$ cat src/design/frp_pkg.sv
// ----------------------------------------------------------------------------
// frp_pkg
// shared constants for the first repeating position unit
// ----------------------------------------------------------------------------
`default_nettype none

package frp_pkg;

    // fixed field widths of the stream interface
    localparam int IN_VALUE_BITS = 10;
    localparam int POS_BITS      = 11;
    localparam int S_TDATA_BITS  = 16;
    localparam int M_TDATA_BITS  = 16;

    // occurrence counters saturate at three
    localparam int                  COUNT_BITS = 2;
    localparam logic [COUNT_BITS-1:0] COUNT_MAX = 2'd3;
    localparam logic [COUNT_BITS-1:0] COUNT_ONE = 2'd1;

    // parameter defaults
    localparam int DEF_MAX_ITEMS  = 1024;
    localparam int DEF_VALUE_BITS = 10;

endpackage

`default_nettype wire

$ cat src/design/frp_count_mem.sv
// ----------------------------------------------------------------------------
// frp_count_mem
// occurrence count table with saturating read-modify-write and clearing
// ----------------------------------------------------------------------------
`default_nettype none

module frp_count_mem #(
    parameter int VALUE_BITS = 10
) (
    input  wire logic                              i_clk,
    input  wire logic                              i_rst_n,
    input  wire logic [VALUE_BITS-1:0]             i_addr,
    input  wire logic                              i_inc,
    input  wire logic                              i_clr,
    output logic      [frp_pkg::COUNT_BITS-1:0]    o_rd_count
);

    import frp_pkg::*;

    localparam int DEPTH = 1 << VALUE_BITS;

    logic [COUNT_BITS-1:0] r_mem [DEPTH];
    logic [COUNT_BITS-1:0] r_rd;

    // update stage: read issued last cycle, write back this cycle
    logic                  r_s1_v;
    logic [VALUE_BITS-1:0] r_s1_addr;

    // write done at the same edge as the pending read
    logic                  r_fwd_v;
    logic [VALUE_BITS-1:0] r_fwd_addr;
    logic [COUNT_BITS-1:0] r_fwd_cnt;

    logic [COUNT_BITS-1:0] old_cnt;
    logic [COUNT_BITS-1:0] n_cnt;

    always_comb begin
        old_cnt = (r_fwd_v && (r_fwd_addr == r_s1_addr)) ? r_fwd_cnt : r_rd;
        n_cnt   = (old_cnt == COUNT_MAX) ? old_cnt : old_cnt + COUNT_ONE;
    end

    always_ff @(posedge i_clk) begin
        if (i_clr) begin
            r_mem[i_addr] <= '0;
        end else if (r_s1_v) begin
            r_mem[r_s1_addr] <= n_cnt;
        end
        r_rd       <= r_mem[i_addr];
        r_s1_addr  <= i_addr;
        r_fwd_addr <= r_s1_addr;
        r_fwd_cnt  <= n_cnt;
    end

    always_ff @(posedge i_clk) begin
        if (!i_rst_n) begin
            r_s1_v  <= 1'b0;
            r_fwd_v <= 1'b0;
        end else begin
            r_s1_v  <= i_inc;
            r_fwd_v <= r_s1_v && !i_clr;
        end
    end

    assign o_rd_count = r_rd;

endmodule

`default_nettype wire

$ cat config.mk
export PLATFORM = sky130hd
export DESIGN_NAME = frp_count_mem
export DESIGN_NICKNAME = d
export VERILOG_FILES = /design/src/design/frp_pkg.sv /design/src/design/frp_count_mem.sv
export SDC_FILE = /design/constraint.sdc
export NUM_CORES = 2
export LEC_CHECK = 0
export BUFFER_PORTS_ARGS = -buffer_cell sky130_fd_sc_hd__buf_2
export CORE_AREA = 2 2 399 481
export DETAILED_ROUTE_END_ITERATION = 10
export DIE_AREA = 0 0 401 483
export PLACE_DENSITY = 0.64
export REMOVE_ABC_BUFFERS = 1
export SETUP_SLACK_MARGIN = 0.4
export SYNTH_ARGS = -nofsm -noshare
export SYNTH_HDL_FRONTEND = slang
export SYNTH_SLANG_ARGS = --single-unit
$ cat constraint.sdc
create_clock -name i_clk -period 17.8 [get_ports i_clk]
set_input_delay 1.78 -clock i_clk [delete_from_list [all_inputs] [get_ports i_clk]]
set_output_delay 1.78 -clock i_clk [all_outputs]
set_load 0.02 [all_outputs]
# Word-level counts from Yosys, hierarchy flattened

Memory sizes are Yosys's and may differ from the RTL's. A register that Yosys moved wholly into a read port is not among the register bits.
Index checks and enable logic that the tools add are counted.

Bits in registers: 24
Latch bits: 0
Bits in writable memories: 2048
Bits in read-only memories: 0
Output and inout port bits: 2
Word-level logic and storage cells: 23
Memories kept: 1

Memories:

| name  | depth | bits a word | read ports | clocked after memory_dff | write ports | RTL line            | text |
|---|---|---|---|---|---|---|---|
| r_mem | 1024  | 2           | 1          | 1                        | 1           | frp_count_mem.sv:22 | `logic [COUNT_BITS-1:0] r_mem [DEPTH];` |

Add/subtract/negate cells: 1
Multipliers: 0
Div/mod/pow operators: 0
$lt $le $gt $ge: 0
Eq/ne operators: 2
Shift operators: 0
Muxes and demuxes: 10
Bitwise gates (word level): 0
Reductions and logical operators: 4

Operators with widths:

| cell                | count |
|---|---|
| $eq 10x10->1        | 1 |
| $mux 10             | 1 |
| $mux 1              | 6 |
| $mux 2              | 3 |
| $add 2x1->2 const B | 1 |
| $eq 2x2->1 const B  | 1 |
| $logic_and 1x1->1   | 2 |
| $reduce_or 2->1     | 1 |
| $logic_not 1->1     | 1 |

# Longest topological paths before layout

Word-level depth: 6
Depth in mapped cells: 14
Depth with buffers taken out: 8

# Worst setup path after synthesis

Ideal clock, no wire load.

Kind: input -> register
From: input port i_clr
To: memory r_mem[0][0], data pin
Setup time: 2.866 ns
Arrival: 15.177 ns
Data required time: 14.934 ns
Path slack: -0.243 ns
Stages on the path: 4
Buffers on the path: 2
Cell sequence: nor2b_1 -> clkbuf_1 -> clkbuf_1 -> and2_1

Cells in the longest elaborated chain, start to end: 4

RTL lines:

| what                             | RTL line            | text |
|---|---|---|
| start, declared                  | frp_count_mem.sv:14 | `input wire logic i_clr,` |
| $mux 1                           | frp_count_mem.sv:43 | `if (i_clr) begin` |
| $mux 1 (not written as such)     | frp_count_mem.sv:46 | `r_mem[r_s1_addr] <= n_cnt;` |
| $reduce_or 2->1 (no source line) | -                   |  |
| $mux 2 (no source line)          | -                   |  |
| end, declared                    | frp_count_mem.sv:22 |  |

Every way passes these cells.

# Worst setup path in the final report

From: input port i_clr
To: memory r_mem[873][1], data pin

Same word-level chain as after synthesis.

==> impl_metrics.tcl <==
set metrics [dict create \
    yosys-top-cells-area "sky130_fd_sc_hd__edfxtp_1 73%, sky130_fd_sc_hd__mux4_2 12%, sky130_fd_sc_hd__nor2_1 4.8%" \
    critPathMaxStageDelay_ns 0.95 \
    io_pins 16 \
    max_clock_freq_mhz 168 \
    total_power_uw 10000 \
    grt_setup_unrepaired "no" \
    die_x_um 401 \
    critPathCapture "r_mem[873][1]" \
    power_density_mw_per_mm2 107 \
    worst_ep_arrival_time_ns 6.42 \
    peak_supply_drop_v 0.0000937 \
    startpoint_of_the_worst_register_to_register_path "r_s1_v" \
    synth_top_cell_by_area "sky130_fd_sc_hd__edfxtp_1" \
    detail_route.wirelength_um 230000 \
    chipHeight_um 483 \
    synth.most_common_cell "sky130_fd_sc_hd__edfxtp_1" \
    hpwl_um 129000 \
    clock_tree.htree_level_count 4 \
    met2WireLength_um 112000 \
    status "finished, final reports clean" \
    actual_slew_at_the_worst_max_slew_pin_ns 1.38 \
    grt_first_pass_wirelength_um 328000 \
    route.detailed.drc 0 \
    routed-via-count 46336 \
    num-nets-final 4872 \
    fin_crit_sh 0.334 \
    regArea_mm2 0.0620 \
    synth.distinct_cells 69 \
    clk_pin_slew_ns 0.07 \
    drt_pre_antenna_iters 5 \
    grt_max_degree 263 \
    first_global_vias 46618 \
    mappedNetlistArea_mm2 0.0846 \
    drt_iter0_drc 5919 \
    n_fill_cell 15544 \
    initial_antenna_violation_count 8 \
    combPwrFrac 0.052 \
    synthesis.instances 4918 \
    critical_path.max_fanout 107 \
    timing.final.max_slew_violations 0 \
    rows 175 \
    routedLengthMet1_um 88500 \
    cts.root.buffer_cell "sky130_fd_sc_hd__clkbuf_16" \
    cts.path.max_buffers 3 \
    yosysTopAreaCellShare 0.727 \
    critPathLaunchType "input pin" \
    crit_path_end_kind "register" \
    power.share.clock 0.410 \
    reg2reg_to "r_mem[873][1]" \
    io_buffers 15 \
    top_routing_layer_in_use "met5" \
    ctsHoldBuffers 0 \
    static-leakage-power_uw 0.0286 \
    floorplan_die_area_mm2 0.194 \
    proportion_of_synthesized_chip_area_in_sequential_cells 0.733 \
    hold_path.class "reg -> reg" \
    routed-wl-met3_um 19700 \
    gp_congestion 0.838 \
    path_cells "buf_2 -> nor2b_2 -> and2_4 -> buf_4 -> buf_4 -> buf_4" \
    timing.reg2reg.setup_slack_ns 12.43 \
    cp_slowest_cell "sky130_fd_sc_hd__buf_4" \
    postSynthAreaPerCell_um2 17.2 \
    synth_top_flop_cell "sky130_fd_sc_hd__edfxtp_1" \
    floorplan.core_area_mm2 0.189 \
    layout-drive-gt1-share 0.180 \
    timing.reg2reg.worst_path_depth 5 \
    synth_enable_flop_cells 2048 \
    areaGrowthSynthToFinish_pct 10.1 \
    period_minus_ws_final_ns 5.95 \
    clkLatencyLatePin_ns 0.83 \
    post_cts.resized_instances 0 \
    count_of_yosys_warnings_during_synthesis 0 \
    initial_utilization 0.448 \
    drt-wirelength-per-cell_um 30.6 \
    clock_sinks 2074 \
    intPower_uw 7860 \
    clock_skew_ns 0.0249 \
    final-setup-viol-count 0 \
    slew_headroom 0.0767 \
    global_route.usage.total 0.234 \
    clock_tree_from_tritoncts "built" \
    avg_vias_per_cell 6.18 \
    tritoncts.num_buffers 190 \
    cts.repair_timing.setup_buffer_count 0 \
    timing.critical_path.required_ns 18.27 \
    relative_contribution_of_sequential_cells_to_total_power 0.538 \
    max_cap_violations 0 \
    synthTopCellsByCount "2048 x sky130_fd_sc_hd__edfxtp_1, 1076 x sky130_fd_sc_hd__nor2_1, 435 x sky130_fd_sc_hd__mux4_2" \
    multi_input_gate_area_in_the_final_layout_mm2 0.0207 \
    yosys_reg_bits 2074 \
    netSwitchingFraction 0.214 \
    worst_setup_path_startpoint "i_clr" \
    globalRouteOverflowTotal 0 \
    timing_worst_setup_path_type "in -> reg" \
    p_sw_uw 2140 \
    crit_path_frequent_cell "sky130_fd_sc_hd__buf_4" \
    hold_fails_final_rpt 0 \
    antenna_violating_nets_post_route 0 \
    fin_setup_tns_ns 0 \
    ys_async_sr_fraction 0 \
    hold_wc_startpoint "r_s1_addr[9]" \
]
layout make-up:
cell class,count,area share
inverters,9,0.000403
repair buffers,135,0.0114
clock inverters,116,0.0115
diodes,2,0.0000537
multi-input cells,2448,0.222
well taps,2478,0.0333
clock buffers,236,0.0552
flip-flops and latches,2074,0.666
metal layers:
layer,up-vias,global-route usage
met5,-,0
met4,2,0.0890
met3,388,0.0403
met2,2322,0.386
met1,24492,0.312
li1,19132,-
critical path: cells and delay by family:
kind	cells	cell delay, ns
buffers and inverters	4	2.88
and+or+nand+nor	2	1.42
power groups by stage:
stage | clock (uW) | sequential (uW) | combinational, uW
finish | 4100 | 5380 | 523
global route | 4320 | 5380 | 548
CTS | 4150 | 5380 | 522
detailed placement | 0 | 5490 | 521
global placement | 0 | 5480 | 518
floorplan | 0 | 5560 | 252
layout by cell type (no fill, tap or decap), drive strengths merged, types with 4 or more instances in the layout:
cell type / instances
edfxtp: 2048
nor2: 1076
mux4: 435
clkbuf: 236
mux2i: 212
buf: 135
nand2: 135
o221ai: 86
clkinv: 82
a21oi: 74
a22oi: 59
nand3: 55
o22ai: 51
o21ai: 45
nor3: 41
dfxtp: 26
bufinv: 20
a31oi: 14
inv: 14
mux2: 11
and2: 11
xnor2: 10
nand2b: 10
nor2b: 10
nand4: 9
clkinvlp: 9
and3: 8
o31ai: 8
nor4: 8
nor3b: 7
a211oi: 7
a22o: 5
o211ai: 5
a221oi: 5
a2111oi: 4
a311oi: 4
o21a: 4
kinds of logic (layout without fill, tap and decap cells):
group	count (synthesis)	after routing	share of synthesized area
flip-flops	2074	2074	0.733
AO/OA/AOI/OAI	396	396	0.0328
buffers and inverters	396	496	0.0258
multiplexers	658	658	0.142
AND/OR/NAND/NOR	1384	1384	0.0654
XOR/XNOR	10	10	0.00103
other	0	2	0
state kept, by name, indices dropped and copies added (netlist names):
name        cells
r_s1_v          1
r_mem        2048
r_fwd_addr     10
r_s1_addr      10
r_fwd_v         1
r_fwd_cnt       2
o_rd_count      2
stage by stage:
stage | std cells | hold WS (ns) | utilization | area (um^2) | setup WS [ns]
global route | 7497 | 0.415 | 0.494 | 93100 | 11.57
finish | 7498 | 0.405 | 0.494 | 93100 | 11.85
floorplan | 4531 | 0.375 | - | 82500 | -0.608
global placement | 7144 | 0.392 | 0.461 | 86900 | 11.14
CTS | 7496 | 0.405 | 0.493 | 93100 | 11.93
detailed placement | 7144 | 0.393 | 0.461 | 86900 | 11.05
how the worst min path moves through the flow:
stage	cells after the start	endpoint
floorplan	0	r_fwd_addr[9]
global placement	0	r_fwd_addr[9]
detailed placement	0	r_fwd_addr[2]
CTS	0	r_fwd_addr[9]
global route	0	r_fwd_addr[2]
finish	0	r_fwd_addr[9]
Power figures use the tool's default switching activity.
